**config.mk**
```make
export PLATFORM = sky130hd
export DESIGN_NAME = dvfs_clock_lock_arbiter
export DESIGN_NICKNAME = d
export VERILOG_FILES = /design/src/rtl/core/dcla_pkg.sv /design/src/rtl/core/dvfs_clock_lock_arbiter.sv /design/src/rtl/core/dcla_ctrl.sv /design/src/rtl/core/dcla_dp.sv
export SDC_FILE = /design/constraint.sdc
export NUM_CORES = 2
export LEC_CHECK = 0
export BUFFER_PORTS_ARGS = -buffer_cell sky130_fd_sc_hd__clkbuf_2
export CORE_MARGIN = 4
export CORE_UTILIZATION = 33
export DETAILED_ROUTE_END_ITERATION = 16
export RECOVER_POWER = 25
export SYNTH_ARGS = -nofsm -noshare
export SYNTH_HDL_FRONTEND = slang
export SYNTH_HIERARCHICAL = 1
export SYNTH_SLANG_ARGS = --single-unit
```
**constraint.sdc**
```tcl
create_clock -name i_clk -period 23.7 [get_ports i_clk]
set_clock_uncertainty 0.05 [all_clocks]
set_input_delay 1.185 -clock i_clk [delete_from_list [all_inputs] [get_ports i_clk]]
set_output_delay 1.185 -clock i_clk [all_outputs]
set_load 0.03 [all_outputs]
```
**src/rtl/core/dcla_pkg.sv**
```systemverilog
// ----------------------------------------------------------------------------
// dcla_pkg: shared types and constants of the DVFS clock lock arbiter
// Widths, opcode, status and register codes, and the command and status
// groups between the controller and the datapath.
// ----------------------------------------------------------------------------
package dcla_pkg;

    // Sizes
    localparam int LOCK_TYPES  = 8;
    localparam int TABLE_DEPTH = 16;
    localparam int CLOCK_BITS  = 22;

    // Field widths
    localparam int OP_W     = 3;
    localparam int LT_IN_W  = 4;
    localparam int TIX_IN_W = 4;
    localparam int TE_W     = 5;
    localparam int LVL_W    = 5;
    localparam int STAT_W   = 2;
    localparam int CFGI_W   = 3;

    // Derived index and counter widths
    localparam int TIDX_W  = (TABLE_DEPTH > 1) ? $clog2(TABLE_DEPTH) : 1;
    localparam int TCNT_W  = $clog2(TABLE_DEPTH + 1);
    localparam int LIDX_W  = (LOCK_TYPES > 1) ? $clog2(LOCK_TYPES) : 1;
    localparam int CNT_W   = (TCNT_W > LIDX_W) ? TCNT_W : LIDX_W;
    localparam int NCMP_W  = (CNT_W > TE_W) ? CNT_W : TE_W;
    localparam int LTC_W   = LT_IN_W + 1;
    localparam int TIXC_W  = ((TIDX_W > TIX_IN_W) ? TIDX_W : TIX_IN_W) + 1;

    // Stream widths
    localparam int IN_DATA_W  = 56;
    localparam int IN_USER_W  = OP_W;
    localparam int OUT_DATA_W = 96;

    // Register reset values
    localparam logic [TE_W-1:0] TE_RESET = TE_W'(16);

    typedef enum logic [OP_W-1:0] {
        OP_CEIL_LOCK    = 3'd0,
        OP_FLOOR_LOCK   = 3'd1,
        OP_CEIL_UNLOCK  = 3'd2,
        OP_FLOOR_UNLOCK = 3'd3,
        OP_TARGET       = 3'd4,
        OP_TABLE_WR     = 3'd5
    } t_opcode;

    typedef enum logic [STAT_W-1:0] {
        ST_OK        = 2'd0,
        ST_BAD_CLOCK = 2'd1,
        ST_BAD_TYPE  = 2'd2,
        ST_DVFS_OFF  = 2'd3
    } t_status;

    typedef enum logic [CFGI_W-1:0] {
        CFG_DVFS_EN       = 3'd0,
        CFG_MIN_CLOCK     = 3'd1,
        CFG_MAX_CLOCK     = 3'd2,
        CFG_USE_LIMIT     = 3'd3,
        CFG_LIMIT_CLOCK   = 3'd4,
        CFG_TABLE_ENTRIES = 3'd5
    } t_cfg_idx;

    typedef struct packed {
        logic [OP_W-1:0]       opcode;
        logic [LT_IN_W-1:0]    lock_type;
        logic [CLOCK_BITS-1:0] clock_req;
        logic [TIX_IN_W-1:0]   table_index;
        logic                  power_on;
        logic [CLOCK_BITS-1:0] current_clock;
    } t_item;

    typedef struct packed {
        logic [STAT_W-1:0]     status;
        logic [CLOCK_BITS-1:0] floor_now;
        logic [CLOCK_BITS-1:0] ceiling_now;
        logic [CLOCK_BITS-1:0] target_clock;
        logic [LVL_W-1:0]      level;
        logic                  retarget_valid;
        logic [CLOCK_BITS-1:0] retarget_clock;
    } t_result;

    // Controller to datapath
    typedef struct packed {
        logic load;
        logic table_wr;
        logic srch_init;
        logic srch_step;
        logic srch_final;
        logic clamp;
        logic lock_wr;
        logic scan_step;
        logic finish;
        logic out_load;
    } t_dp_cmd;

    // Datapath to controller
    typedef struct packed {
        t_opcode op;
        logic    reject;
        logic    en;
        logic    srch_done;
        logic    srch_hit;
        logic    zero_clk;
        logic    scan_last;
        logic    out_busy;
    } t_dp_sts;

endpackage

```
**src/rtl/core/dvfs_clock_lock_arbiter.sv**
```systemverilog
// Flow: an accepted item passes decode, the one-entry-a-cycle operating-point
//   search over up to TABLE_DEPTH entries (run again for a clamped target),
//   the lock scan over the LOCK_TYPES entries, and the output register.
// Throughput: one item at a time; the next item is taken once the result
//   sits in the output register, so a waiting result does not block input.
// Reset: synchronous, active low; registers to defaults, locks cleared,
//   operating-point table left as is.
// ----------------------------------------------------------------------------
// dvfs_clock_lock_arbiter: floor and ceiling clock lock arbiter
// Validates lock requests against the operating-point table, keeps the
// effective floor and ceiling, and clamps target clocks to them.
// ----------------------------------------------------------------------------
module dvfs_clock_lock_arbiter (
    input  logic                            i_clk,
    input  logic                            i_rst_n,
    // configuration write channel
    input  logic                            i_cfg_valid,
    output logic                            o_cfg_ready,
    input  logic [dcla_pkg::CFGI_W-1:0]       i_cfg_index,
    input  logic [dcla_pkg::CLOCK_BITS-1:0]   i_cfg_data,
    // input item stream
    input  logic                            i_s_tvalid,
    output logic                            o_s_tready,
    // lock_type[3:0], clock_req[25:4], table_index[29:26], power_on[30],
    // current_clock[52:31], zero[55:53]
    input  logic [dcla_pkg::IN_DATA_W-1:0]    i_s_tdata,
    // opcode[2:0]
    input  logic [dcla_pkg::IN_USER_W-1:0]    i_s_tuser,
    // result stream
    output logic                            o_m_tvalid,
    input  logic                            i_m_tready,
    // status[1:0], floor_now[23:2], ceiling_now[45:24], target_clock[67:46],
    // level[72:68], retarget_valid[73], retarget_clock[95:74]
    output logic [dcla_pkg::OUT_DATA_W-1:0]   o_m_tdata
);

    dcla_pkg::t_item   item;
    dcla_pkg::t_result result;
    dcla_pkg::t_dp_cmd cmd;
    dcla_pkg::t_dp_sts sts;

    // Unpack the input item
    assign item.opcode        = i_s_tuser;
    assign item.lock_type     = i_s_tdata[3:0];
    assign item.clock_req     = i_s_tdata[25:4];
    assign item.table_index   = i_s_tdata[29:26];
    assign item.power_on      = i_s_tdata[30];
    assign item.current_clock = i_s_tdata[52:31];

    // Pack the result item
    assign o_m_tdata = {result.retarget_clock, result.retarget_valid, result.level,
                        result.target_clock, result.ceiling_now, result.floor_now,
                        result.status};

    assign o_cfg_ready = 1'b1;

    dcla_ctrl u_ctrl (
        .i_clk      (i_clk),
        .i_rst_n    (i_rst_n),
        .i_in_valid (i_s_tvalid),
        .o_in_ready (o_s_tready),
        .i_sts      (sts),
        .o_cmd      (cmd)
    );

    dcla_dp u_dp (
        .i_clk       (i_clk),
        .i_rst_n     (i_rst_n),
        .i_cfg_valid (i_cfg_valid),
        .i_cfg_index (i_cfg_index),
        .i_cfg_data  (i_cfg_data),
        .i_item      (item),
        .i_cmd       (cmd),
        .o_sts       (sts),
        .o_result    (result),
        .o_out_valid (o_m_tvalid),
        .i_out_ready (i_m_tready)
    );

endmodule

```
**src/rtl/core/dcla_ctrl.sv**
```systemverilog
// ----------------------------------------------------------------------------
// dcla_ctrl: sequencer of the DVFS clock lock arbiter
// Steps one item through decode, table search, lock update, lock scan and
// result hand-off by issuing commands to the datapath.
// ----------------------------------------------------------------------------
module dcla_ctrl (
    input  logic              i_clk,
    input  logic              i_rst_n,
    input  logic              i_in_valid,
    output logic              o_in_ready,
    input  dcla_pkg::t_dp_sts i_sts,
    output dcla_pkg::t_dp_cmd o_cmd
);

    typedef enum logic [8:0] {
        S_IDLE    = 9'b000000001,
        S_DECODE  = 9'b000000010,
        S_SRCH    = 9'b000000100,
        S_CLAMP   = 9'b000001000,
        S_SRCH_T  = 9'b000010000,
        S_LOCK_WR = 9'b000100000,
        S_SCAN    = 9'b001000000,
        S_FIN     = 9'b010000000,
        S_OUT     = 9'b100000000
    } t_state;

    t_state r_state;
    t_state n_state;
    logic   is_lock;

    assign is_lock = (i_sts.op == dcla_pkg::OP_CEIL_LOCK) ||
                     (i_sts.op == dcla_pkg::OP_FLOOR_LOCK);

    // Advance state
    always_ff @(posedge i_clk) begin
        if (!i_rst_n) begin
            r_state <= S_IDLE;
        end else begin
            r_state <= n_state;
        end
    end

    // Next state and commands
    always_comb begin
        n_state    = r_state;
        o_cmd      = '0;
        o_in_ready = 1'b0;
        unique case (r_state)
            S_IDLE: begin
                o_in_ready = 1'b1;
                if (i_in_valid) begin
                    o_cmd.load = 1'b1;
                    n_state    = S_DECODE;
                end
            end
            S_DECODE: begin
                if (i_sts.reject) begin
                    n_state = S_OUT;
                end else begin
                    case (i_sts.op)
                        dcla_pkg::OP_CEIL_LOCK, dcla_pkg::OP_FLOOR_LOCK,
                        dcla_pkg::OP_TARGET: begin
                            o_cmd.srch_init = 1'b1;
                            n_state         = S_SRCH;
                        end
                        dcla_pkg::OP_CEIL_UNLOCK, dcla_pkg::OP_FLOOR_UNLOCK: begin
                            n_state = S_LOCK_WR;
                        end
                        dcla_pkg::OP_TABLE_WR: begin
                            o_cmd.table_wr = 1'b1;
                            n_state        = S_OUT;
                        end
                        default: begin
                            n_state = S_OUT;
                        end
                    endcase
                end
            end
            S_SRCH: begin
                o_cmd.srch_step = 1'b1;
                if (i_sts.srch_done) begin
                    if (!i_sts.srch_hit) begin
                        n_state = S_OUT;
                    end else if (i_sts.op == dcla_pkg::OP_TARGET) begin
                        n_state = i_sts.en ? S_CLAMP : S_OUT;
                    end else begin
                        n_state = S_LOCK_WR;
                    end
                end
            end
            S_CLAMP: begin
                o_cmd.clamp = 1'b1;
                n_state     = S_SRCH_T;
            end
            S_SRCH_T: begin
                o_cmd.srch_step  = 1'b1;
                o_cmd.srch_final = 1'b1;
                if (i_sts.srch_done) begin
                    n_state = S_OUT;
                end
            end
            S_LOCK_WR: begin
                o_cmd.lock_wr = 1'b1;
                // a zero lock clears the effective lock without a scan
                n_state = (is_lock && i_sts.zero_clk) ? S_FIN : S_SCAN;
            end
            S_SCAN: begin
                o_cmd.scan_step = 1'b1;
                if (i_sts.scan_last) begin
                    n_state = S_FIN;
                end
            end
            S_FIN: begin
                o_cmd.finish = 1'b1;
                n_state      = S_OUT;
            end
            S_OUT: begin
                if (!i_sts.out_busy) begin
                    o_cmd.out_load = 1'b1;
                    n_state        = S_IDLE;
                end
            end
            default: begin
                n_state = S_IDLE;
            end
        endcase
    end

endmodule

```
**src/rtl/core/dcla_dp.sv**
```systemverilog
// ----------------------------------------------------------------------------
// dcla_dp: datapath of the DVFS clock lock arbiter
// Holds the registers, lock tables, operating-point table, the search and
// scan counter, the working values of one item and the output register.
// ----------------------------------------------------------------------------
module dcla_dp (
    input  logic                          i_clk,
    input  logic                          i_rst_n,
    input  logic                          i_cfg_valid,
    input  logic [dcla_pkg::CFGI_W-1:0]     i_cfg_index,
    input  logic [dcla_pkg::CLOCK_BITS-1:0] i_cfg_data,
    input  dcla_pkg::t_item               i_item,
    input  dcla_pkg::t_dp_cmd             i_cmd,
    output dcla_pkg::t_dp_sts             o_sts,
    output dcla_pkg::t_result             o_result,
    output logic                          o_out_valid,
    input  logic                          i_out_ready
);

    localparam int CB = dcla_pkg::CLOCK_BITS;

    // Configuration registers
    logic                     r_en;
    logic [CB-1:0]            r_min;
    logic [CB-1:0]            r_max;
    logic                     r_use_limit;
    logic [CB-1:0]            r_limit;
    logic [dcla_pkg::TE_W-1:0] r_te;

    // Stores
    logic [CB-1:0] r_ceil_tab  [dcla_pkg::LOCK_TYPES];
    logic [CB-1:0] r_floor_tab [dcla_pkg::LOCK_TYPES];
    logic [CB-1:0] r_clk_tab   [dcla_pkg::TABLE_DEPTH];
    logic [CB-1:0] r_ceil;
    logic [CB-1:0] r_floor;

    // Working values of the item in flight
    dcla_pkg::t_opcode           r_op;
    logic [dcla_pkg::LT_IN_W-1:0]  r_lt;
    logic [CB-1:0]               r_clk;
    logic [dcla_pkg::TIX_IN_W-1:0] r_tix;
    logic                        r_pwr;
    logic [CB-1:0]               r_cur;
    logic [CB-1:0]               r_key;
    logic [dcla_pkg::CNT_W-1:0]    r_cnt;
    logic                        r_any;
    dcla_pkg::t_status           r_status;
    logic [CB-1:0]               r_tgt;
    logic [dcla_pkg::LVL_W-1:0]    r_lvl;
    logic                        r_rv;
    logic [CB-1:0]               r_rc;

    // Output register
    logic              r_out_valid;
    dcla_pkg::t_result r_out;

    logic [CB-1:0]                  upper;
    logic                           in_range;
    logic [dcla_pkg::NCMP_W-1:0]      te_ext;
    logic [dcla_pkg::NCMP_W-1:0]      n_ext;
    logic                           past_end;
    logic                           match;
    logic                           srch_done;
    logic                           srch_hit;
    logic [dcla_pkg::LIDX_W-1:0]      lt_idx;
    logic [dcla_pkg::LIDX_W-1:0]      scan_idx;
    logic [CB-1:0]                  scan_e;
    logic [dcla_pkg::TIXC_W-1:0]      tix_ext;
    logic                           tix_ok;
    logic                           in_reject;
    logic                           in_bad_lt;
    logic [CB-1:0]                  clamp_v;
    logic [CB-1:0]                  clamp_f;
    dcla_pkg::t_opcode              in_op;

    // Validity window and search bound
    assign upper    = r_use_limit ? r_limit : r_max;
    assign in_range = (r_key >= r_min) && (r_key <= upper);
    assign te_ext   = dcla_pkg::NCMP_W'(r_te);
    assign n_ext    = (te_ext > dcla_pkg::NCMP_W'(dcla_pkg::TABLE_DEPTH)) ?
                      dcla_pkg::NCMP_W'(dcla_pkg::TABLE_DEPTH) : te_ext;
    assign past_end = dcla_pkg::NCMP_W'(r_cnt) >= n_ext;
    assign match    = r_clk_tab[r_cnt[dcla_pkg::TIDX_W-1:0]] == r_key;
    assign srch_hit  = in_range && !past_end && match;
    assign srch_done = !in_range || past_end || match;

    // Lock table access
    assign lt_idx   = r_lt[dcla_pkg::LIDX_W-1:0];
    assign scan_idx = r_cnt[dcla_pkg::LIDX_W-1:0];
    assign scan_e   = r_op[0] ? r_floor_tab[scan_idx] : r_ceil_tab[scan_idx];

    assign tix_ext = dcla_pkg::TIXC_W'(r_tix);
    assign tix_ok  = tix_ext < dcla_pkg::TIXC_W'(dcla_pkg::TABLE_DEPTH);

    // Early reject of lock and unlock items
    assign in_op     = dcla_pkg::t_opcode'(i_item.opcode);
    assign in_bad_lt = {1'b0, i_item.lock_type} >= dcla_pkg::LTC_W'(dcla_pkg::LOCK_TYPES);
    assign in_reject = (i_item.opcode <= dcla_pkg::OP_FLOOR_UNLOCK) &&
                       (!r_en || in_bad_lt);

    // Clamp the target to the floor, then to the ceiling
    always_comb begin
        clamp_f = r_tgt;
        if ((r_floor != '0) && r_pwr && ((r_tgt < r_floor) || (r_cur < r_floor))) begin
            clamp_f = r_floor;
        end
        clamp_v = clamp_f;
        if ((r_ceil != '0) && (clamp_f > r_ceil)) begin
            clamp_v = r_ceil;
        end
    end

    // Configuration writes
    always_ff @(posedge i_clk) begin
        if (!i_rst_n) begin
            r_en        <= 1'b1;
            r_min       <= '0;
            r_max       <= '1;
            r_use_limit <= 1'b0;
            r_limit     <= '1;
            r_te        <= dcla_pkg::TE_RESET;
        end else if (i_cfg_valid) begin
            unique case (dcla_pkg::t_cfg_idx'(i_cfg_index))
                dcla_pkg::CFG_DVFS_EN:       r_en        <= i_cfg_data[0];
                dcla_pkg::CFG_MIN_CLOCK:     r_min       <= i_cfg_data;
                dcla_pkg::CFG_MAX_CLOCK:     r_max       <= i_cfg_data;
                dcla_pkg::CFG_USE_LIMIT:     r_use_limit <= i_cfg_data[0];
                dcla_pkg::CFG_LIMIT_CLOCK:   r_limit     <= i_cfg_data;
                dcla_pkg::CFG_TABLE_ENTRIES: r_te        <= i_cfg_data[dcla_pkg::TE_W-1:0];
                default: ;
            endcase
        end
    end

    // Load operating-point table
    always_ff @(posedge i_clk) begin
        if (i_cmd.table_wr && tix_ok) begin
            r_clk_tab[tix_ext[dcla_pkg::TIDX_W-1:0]] <= r_clk;
        end
    end

    // Lock tables and effective locks
    always_ff @(posedge i_clk) begin
        if (!i_rst_n) begin
            for (int i = 0; i < dcla_pkg::LOCK_TYPES; i++) begin
                r_ceil_tab[i]  <= '0;
                r_floor_tab[i] <= '0;
            end
            r_ceil  <= '0;
            r_floor <= '0;
        end else if (i_cmd.lock_wr) begin
            case (r_op)
                dcla_pkg::OP_CEIL_LOCK: begin
                    r_ceil_tab[lt_idx] <= r_clk;
                    r_ceil             <= r_clk;
                end
                dcla_pkg::OP_FLOOR_LOCK: begin
                    r_floor_tab[lt_idx] <= r_clk;
                    r_floor             <= r_clk;
                end
                dcla_pkg::OP_CEIL_UNLOCK: begin
                    r_ceil_tab[lt_idx] <= '0;
                    r_ceil             <= r_max;
                end
                dcla_pkg::OP_FLOOR_UNLOCK: begin
                    r_floor_tab[lt_idx] <= '0;
                    r_floor             <= r_min;
                end
                default: ;
            endcase
        end else if (i_cmd.scan_step) begin
            // fold one entry: minimum of set ceilings, maximum of floors
            if (r_op[0]) begin
                if (scan_e > r_floor) begin
                    r_floor <= scan_e;
                end
            end else if ((scan_e != '0) && (scan_e < r_ceil)) begin
                r_ceil <= scan_e;
            end
        end else if (i_cmd.finish && !r_any) begin
            // no lock left after an unlock
            if (r_op == dcla_pkg::OP_CEIL_UNLOCK) begin
                r_ceil <= '0;
            end else if (r_op == dcla_pkg::OP_FLOOR_UNLOCK) begin
                r_floor <= '0;
            end
        end
    end

    // Capture the item
    always_ff @(posedge i_clk) begin
        if (i_cmd.load) begin
            r_op  <= in_op;
            r_lt  <= i_item.lock_type;
            r_clk <= i_item.clock_req;
            r_tix <= i_item.table_index;
            r_pwr <= i_item.power_on;
            r_cur <= i_item.current_clock;
        end
    end

    // Search key, counter and scan flag
    always_ff @(posedge i_clk) begin
        if (i_cmd.srch_init) begin
            r_key <= r_clk;
            r_cnt <= '0;
        end else if (i_cmd.clamp) begin
            r_key <= clamp_v;
            r_cnt <= '0;
        end else if (i_cmd.lock_wr) begin
            r_cnt <= '0;
            r_any <= 1'b0;
        end else if (i_cmd.srch_step || i_cmd.scan_step) begin
            r_cnt <= r_cnt + dcla_pkg::CNT_W'(1);
            if (i_cmd.scan_step && (scan_e != '0)) begin
                r_any <= 1'b1;
            end
        end
    end

    // Result fields of the item
    always_ff @(posedge i_clk) begin
        if (i_cmd.load) begin
            r_status <= !in_reject ? dcla_pkg::ST_OK :
                        (!r_en ? dcla_pkg::ST_DVFS_OFF : dcla_pkg::ST_BAD_TYPE);
            r_tgt    <= '0;
            r_lvl    <= '1;
            r_rv     <= 1'b0;
            r_rc     <= '0;
        end else if (i_cmd.srch_step && srch_done) begin
            if (i_cmd.srch_final) begin
                r_lvl <= srch_hit ? dcla_pkg::LVL_W'(r_cnt) : '1;
            end else if (!srch_hit) begin
                r_status <= dcla_pkg::ST_BAD_CLOCK;
            end else if (r_op == dcla_pkg::OP_TARGET) begin
                r_tgt <= r_key;
            end
        end else if (i_cmd.clamp) begin
            r_tgt <= clamp_v;
        end else if (i_cmd.finish) begin
            // retarget request of a lock
            if (r_op == dcla_pkg::OP_CEIL_LOCK) begin
                if ((r_ceil != '0) && (r_cur >= r_ceil)) begin
                    r_rv <= 1'b1;
                    r_rc <= r_ceil;
                end
            end else if (r_op == dcla_pkg::OP_FLOOR_LOCK) begin
                if ((r_floor != '0) && (r_cur < r_floor) && (r_floor <= r_ceil)) begin
                    r_rv <= 1'b1;
                    r_rc <= r_floor;
                end
            end
        end
    end

    // Output register
    always_ff @(posedge i_clk) begin
        if (!i_rst_n) begin
            r_out_valid <= 1'b0;
        end else if (i_cmd.out_load) begin
            r_out_valid <= 1'b1;
        end else if (i_out_ready) begin
            r_out_valid <= 1'b0;
        end
    end

    always_ff @(posedge i_clk) begin
        if (i_cmd.out_load) begin
            r_out.status         <= r_status;
            r_out.floor_now      <= r_floor;
            r_out.ceiling_now    <= r_ceil;
            r_out.target_clock   <= r_tgt;
            r_out.level          <= r_lvl;
            r_out.retarget_valid <= r_rv;
            r_out.retarget_clock <= r_rc;
        end
    end

    assign o_result    = r_out;
    assign o_out_valid = r_out_valid;

    // Status to the controller
    assign o_sts.op        = r_op;
    assign o_sts.reject    = r_status != dcla_pkg::ST_OK;
    assign o_sts.en        = r_en;
    assign o_sts.srch_done = srch_done;
    assign o_sts.srch_hit  = srch_hit;
    assign o_sts.zero_clk  = r_clk == '0;
    assign o_sts.scan_last = r_cnt == dcla_pkg::CNT_W'(dcla_pkg::LOCK_TYPES - 1);
    assign o_sts.out_busy  = r_out_valid && !i_out_ready;

endmodule

```
---- Word level (Yosys, flattened, before mapping) ----
Memory sizes are Yosys's and may differ from the RTL's. A register that Yosys moved wholly into a read port is not among the register bits.
Index checks and enable logic that the tools add are counted.
word-level totals
  register bits after elaboration ......... 358
  memory bits (writable) .................. 704
  input bits .............................. 89
  output and inout port bits .............. 99
  word-level logic and storage cells ...... 264
  memories kept ........................... 3
memories
  name              depth  bits a word  read ports  clocked after memory_dff  write ports  line           source
  u_dp.r_clk_tab    16     22           1           1                         1            dcla_dp.sv:33  logic [CB-1:0] r_clk_tab [dcla_pkg::TABLE_DEPTH];
  u_dp.r_ceil_tab   8      22           1           1                         8            dcla_dp.sv:31  logic [CB-1:0] r_ceil_tab [dcla_pkg::LOCK_TYPES];
  u_dp.r_floor_tab  8      22           1           1                         8            dcla_dp.sv:32  logic [CB-1:0] r_floor_tab [dcla_pkg::LOCK_TYPES];
operators by class
  add/subtract/negate cells ............... 1
  order comparisons ....................... 14
  equal/unequal tests ..................... 39
  multiplexer cells ....................... 105
  bitwise logic cells ..................... 5
  reduce and logical (&&, ||, !) cells .... 66
operator list
  cell                                                              count
  22-bit 2-to-1 mux                                                 31
  22-bit one-hot mux with 2 select lines                            2
  9-bit 2-to-1 mux                                                  9
  9-bit one-hot mux with 9 select lines                             1
  22-bit less-than comparator                                       3
  22-bit nonzero test                                               3
  22-bit greater-or-equal comparator                                2
  22-bit greater-than comparator                                    2
  22-bit <= comparator                                              2
  22-bit OR reduction                                               2
  1-bit 2-to-1 mux                                                  43
  22-bit == test                                                    1
  22-bit logical NOT                                                1
  3-bit 2-to-1 mux                                                  6
  9-bit one-hot mux with 2 select lines                             1
  2-bit nonzero test                                                9
  1-bit logical AND                                                 17
  2-bit 2-to-1 mux                                                  7
  2-bit AND reduction                                               7
  3-bit by 2-bit == test with 1-bit output (second input constant)  4
  3-bit == test (second input constant)                             4
  2-bit inequality test (second input constant)                     6
  3-bit inequality test (second input constant)                     4
  6-bit AND reduction                                               2
  34 further kinds                                                  61

---- Depth between registers and ports, before layout ----
  word-level depth ........................ 10
  mapped depth ............................ 24
  gate-level depth less buffers ........... 21

---- Hierarchy ----
Netlist, hierarchy kept.
modules (own cells, without submodules)
  module                   times used  cells each  area each (um2)  sequential area each (um2)
  dcla_dp                  1           3397        47580.6          29968.7
  dcla_ctrl                1           100         828.3            180.2
  dvfs_clock_lock_arbiter  1           2           11.3             0.0

---- Least setup slack after synthesis ----
OpenSTA, ideal clock, no wires.
  path kind ............................... in2reg
  from .................................... input port i_m_tready
  to ...................................... register u_dp.r_out (netlist bit u_dp/o_result[0]) (enable)
  arrival ................................. 10476 ps
  path slack .............................. 12382 ps
  stages on the path ...................... 2
  path buffers ............................ 0
  cell sequence ........................... nor2b_1 -> nor4bb_1
RTL lines
  item         line                           source
  from (decl)  dvfs_clock_lock_arbiter.sv:31  input logic i_m_tready,
  to (decl)    dcla_dp.sv:55                  dcla_pkg::t_result r_out;

---- Worst setup path in the final report ----
  from .................................... register u_dp.r_floor[11]
  to ...................................... register u_dp.r_tgt[12]
on the way
  word-level cells in the longest chain between the ends .. 9
  elaborated cells on any way between the ends .. 12
RTL lines
  item                                                                line            source
  from (decl)                                                         dcla_dp.sv:35   logic [CB-1:0] r_floor;
  from (signal assigned)                                              dcla_dp.sv:159  r_floor <= r_clk;
  from (signal assigned)                                              dcla_dp.sv:167  r_floor <= r_min;
  from (signal assigned)                                              dcla_dp.sv:175  r_floor <= scan_e;
  22-bit less-than comparator or 22-bit nonzero test (tied branches)  dcla_dp.sv:104  if ((r_floor != '0) && r_pwr && ((r_tgt < r_floor) || (r_cur < r_floor))) begin
  1-bit logical OR or 1-bit logical AND (tied branches)               dcla_dp.sv:104
  1-bit logical AND                                                   dcla_dp.sv:104
  22-bit 2-to-1 mux *                                                 dcla_dp.sv:104
  22-bit greater-than comparator                                      dcla_dp.sv:108  if ((r_ceil != '0) && (clamp_f > r_ceil)) begin
  1-bit logical AND                                                   dcla_dp.sv:108
  22-bit 2-to-1 mux *                                                 dcla_dp.sv:108
  22-bit 2-to-1 mux *                                                 dcla_dp.sv:238  end else if (i_cmd.clamp) begin
  22-bit 2-to-1 mux *                                                 dcla_dp.sv:230  end else if (i_cmd.srch_step && srch_done) begin
  to (signal assigned)                                                dcla_dp.sv:236  r_tgt <= r_key;
  to (signal assigned)                                                dcla_dp.sv:239  r_tgt <= clamp_v;
  to (decl)                                                           dcla_dp.sv:48   logic [CB-1:0] r_tgt;
Every way passes the cells marked *; elsewhere a longest branch is shown, timed or not. The select of a mux whose other input is x is not followed.
A chain may end at the register's enable or synchronous reset.

==> results.yml <==
logic_synthesis:
  synth-xor-area-share_pct: 0.977
  synthCells: 3499
  ys_seq_area_share_pct: 62.3
  syn_area_mm2: 0.0484
  syn_nets: 3789
  muxShareOfSynthArea_pct: 11.0
  synth_top_family_by_area: "multiplexers"
  async_reset_ff_share_pct: 0
  yosys_most_used_dff: "edfxtp_1"
  yosys.area_share.adder_pct: 5.19
  synth_largest_area_cell: "edfxtp_1"
  ys_warn_count: 6
  synth_cell_types: 83
  syn_avg_cell_area_um2: 13.8
  synth_area_leaders: "edfxtp_1 (55%), mux4_2 (9.2%), dfxtp_1 (7.7%), ha_1 (5.2%), nor2_1 (3.8%)"
  synth_top_area_share_pct: 54.6
  synth_edf_count: 880
  synthSimpleGateAreaFrac_pct: 9.69
  synth_compound_area_share_pct: 7.95
  ys_seq_elements: 1066
power:
  leakagePower_nw: 19.6
  powerDensity_mw_per_mm2: 77.7
  p_int_mw: 3.23
  p_comb_share_pct: 10.6
  pwr-share-seq_pct: 48.6
  p_sw_mw: 1.07
  irDropWorstVdd_mv: 0.0707
  p_sw_share_pct: 24.8
  pwr-share-clk_pct: 40.8
global_route:
  grt_max_degree: 116
  grt_pass1_wl_um: 216000
  grt_remaining_overflow: 0
  grt_pass1_vias: 31000
  track_usage_pct: 19.2
  grt_antenna_before_repair: 8
setup_path:
  cp_cell_sequence: "inv_1, ha_1, a21o_1, a21o_1, a21oi_1, o21ai_0, a21oi_1, o31a_1, a311oi_1, a31o_2, ha_1, nor2b_1, o21a_1, o21ai_0, nand2b_1, a211o_1, a21oi_1, a311oi_4, buf_4, a311oi_1, o21ai_0, o211a_1"
  reg2reg_slack_ns: 17.10
  timing.rr.start: "u_dp/r_floor[11]$_SDFFE_PN0P_"
  path_buf_inv: 2
  worstPathMaxFanout: 43
  max_stage_delay_ns: 0.84
  crit_path_top_delay_cell: "o31a_1"
  end_kind: "flip-flop"
  arrival_ns: 7.16
  r2r.worst_path.cells: 22
  startpoint_type: "flip-flop"
  r2r-end: "u_dp/r_tgt[12]$_SDFFE_PP0P_"
  critical_path_class: "flip-flop to flip-flop"
  critical-path-top-delay-family: "compound AO/OA/AOI/OAI gates"
  cp.required_ns: 24.26
floorplan:
  io_pins: 188
  die_area_mm2: 0.153
  num_rows: 140
  die_width_um: 391
  die_h_um: 391
  core_mm2: 0.146
  initial_core_util_pct: 33.2
routing:
  drc: 0
  dr.pass1.iters: 8
  drt_wl_total_um: 150000
  avgRoutedWirePerCell_um: 26.2
  via_count: 31300
  drtAntennaViolNets: 0
  via_per_inst: 5.48
  drt_iter0_markers: 2955
clocking:
  clk_latency_ns: 0.73
  ctsLongestPathBuffers: 3
  clockRootBuffer: "clkbuf_16"
  postCtsHoldBufs: 0
  clk_pin_slew_worst_paths_ns: 0.06
  cts_made_buffers: 110
  htreeDepth: 3
  clkSinkCount: 1066
  cts_tree: "built"
  postCtsSetupBuffers: 0
  post_cts_resized: 0
sta:
  final-hold-violation-count: 0
  rsz0062_at_grt: "no"
  report.final.slew_viol_count: 417
  period_share_pct: 27.8
  whs_ns: 0.381
  fmax_ghz: 0.152
  fin_setup_tns_ns: 0
  slew_headroom_pct: -30.8
  min_period_ns: 6.60
  setup_violations: 0
  tightest_slew_ns: 1.96
cells_and_area:
  syn_to_final_growth_pct: 14.2
  drive_gt1_share_pct: 18.3
  fin_nets: 3991
  fin_cells: 5719
  finish.instance_area_mm2: 0.0553
  final_util_pct: 37.9
place:
  gp_congestion: 0.907
  place_area_mm2: 0.0518
  io_buffers: 183
  dp.final_hpwl_um: 98500
  dp_cells: 5506
flow_run:
  maxCapViolations: 18
min_path:
  hold_path_end: "u_dp/o_result[6]$_DFFE_PP_"
  holdPathStages: 0
  hold_class: "flip-flop to flip-flop"
  hold_start: "u_dp/r_rc[6]$_SDFFE_PP0P_"
run_status:
  status: "finished, violations left"
  violations: "capacitance limit, slew limit"
==> final cells by class <==
type / count / area (um2)
Antenna cell: 6 / 15.0
Clock buffer: 131 / 2860
Clock inverter: 76 / 782
Fill cell: 13800 / 90500
Inverter: 126 / 473
Multi-Input combinational cell: 2111 / 17000
Sequential cell: 1066 / 30200
Tap cell: 1917 / 2400
Timing Repair Buffer: 286 / 1590
==> through the flow <==
stage	worst slack (ns)	total power [mW]
global route	16.79	4.44
global placement	17.23	2.58
floorplan	12.38	2.43
finish	17.10	4.30
CTS	17.18	4.33
detailed placement	17.21	2.58
==> worst reg2reg max path: stages (launching register included) <==
cell and delay [ns]:
dfxtp_1 0.59, inv_1 0.24, ha_1 0.36, a21o_1 0.16, a21o_1 0.17, a21oi_1 0.13, o21ai_0 0.10, a21oi_1 0.44
o31a_1 0.84, a311oi_1 0.15, a31o_2 0.27, ha_1 0.28, nor2b_1 0.13, o21a_1 0.15, o21ai_0 0.18, nand2b_1 0.09
a211o_1 0.31, a21oi_1 0.25, a311oi_4 0.07, buf_4 0.34, a311oi_1 0.73, o21ai_0 0.23, o211a_1 0.18
==> worst max path at each step <==
stage                     slack, ns  cells after the start                           from                       endpoint
after floorplan               12.38                      2                     i_m_tready     u_dp/o_result[0]$_DFFE_PP_
after global placement        17.23                     14                      flip-flop   u_dp/r_floor[6]$_SDFFE_PN0P_
after detailed placement      17.21                     14                      flip-flop  u_dp/r_floor[16]$_SDFFE_PN0P_
after CTS                     17.18                     14                      flip-flop  u_dp/r_floor[16]$_SDFFE_PN0P_
after global routing          16.79                     15                      flip-flop   u_dp/r_ceil[19]$_SDFFE_PN0P_
final                         17.10                     22  u_dp/r_floor[11]$_SDFFE_PN0P_    u_dp/r_tgt[12]$_SDFFE_PP0P_
==> cells in the final DEF (no fill, tap or decap), drive strengths merged, types with 21 or more instances in the layout <==
cell type,synthesis,final
clkinv,0,52
nand2,261,261
a21o,51,51
o21ai,68,68
dfxtp,186,186
mux2i,86,86
nor4,31,31
nor3,25,25
inv,126,129
xnor2,50,50
edfxtp,880,880
buf,64,81
nand3,68,68
a21oi,103,103
a221o,22,22
a31o,23,23
clkbuf,132,336
nand4,43,43
a311oi,44,44
a221oi,24,24
nor2,491,491
o31ai,25,25
nor2b,21,21
a211oi,79,79
mux4,198,198
and2,48,48
o211a,23,23
ha,201,201
==> cells in the mapped netlist, types with 24 or more instances <==
cell / n
a21o_1: 51
a311oi_1: 44
edfxtp_1: 880
a221oi_1: 24
nor3_1: 25
o31ai_1: 25
buf_2: 25
nand4_1: 43
and2_1: 47
nand3_1: 68
clkbuf_1: 131
nor2_1: 491
nor4_1: 28
nand2_1: 260
mux2i_1: 86
mux4_2: 198
a211oi_1: 56
dfxtp_1: 186
a21oi_1: 103
ha_1: 201
o21ai_0: 66
xnor2_1: 50
inv_1: 125
==> logic make-up (layout without fill, tap and decap cells) <==
logic type	count (synthesis)	in the layout
compound gates	518	518
xor+xnor	54	54
fa+ha+maj	201	201
buf+inv	322	619
flops	1066	1066
mux	286	286
other cells	1	7
simple gates	1051	1051
==> flip-flops by register name, indices dropped and copies added (netlist names), 96 cells and up, named ones only <==
| register | flops |
|---|---|
| u_dp/r_floor_tab | 176 |
| u_dp/r_clk_tab | 352 |
| u_dp/o_result | 96 |
| u_dp/r_ceil_tab | 176 |
==> metal layers <==
metal | part of all wire [%] | vias up | track usage, %
met5 | 0.0087 | - | 0
met4 | 3.6 | 2 | 6.86
met3 | 6.9 | 279 | 3.19
met2 | 48 | 1316 | 31.6
met1 | 42 | 16000 | 25.6
li1 | - | 13800 | -
==> power groups by stage <==
| stage | Combinational, mW | Sequential [mW] | Clock (mW) |
|---|---|---|---|
| CTS | 0.457 | 2.09 | 1.79 |
| floorplan | 0.307 | 2.12 | 0 |
| global placement | 0.450 | 2.13 | 0 |
| global route | 0.485 | 2.09 | 1.87 |
| finish | 0.454 | 2.09 | 1.75 |
| detailed placement | 0.455 | 2.13 | 0 |
No activity file was read; power rests on OpenSTA's default activity.
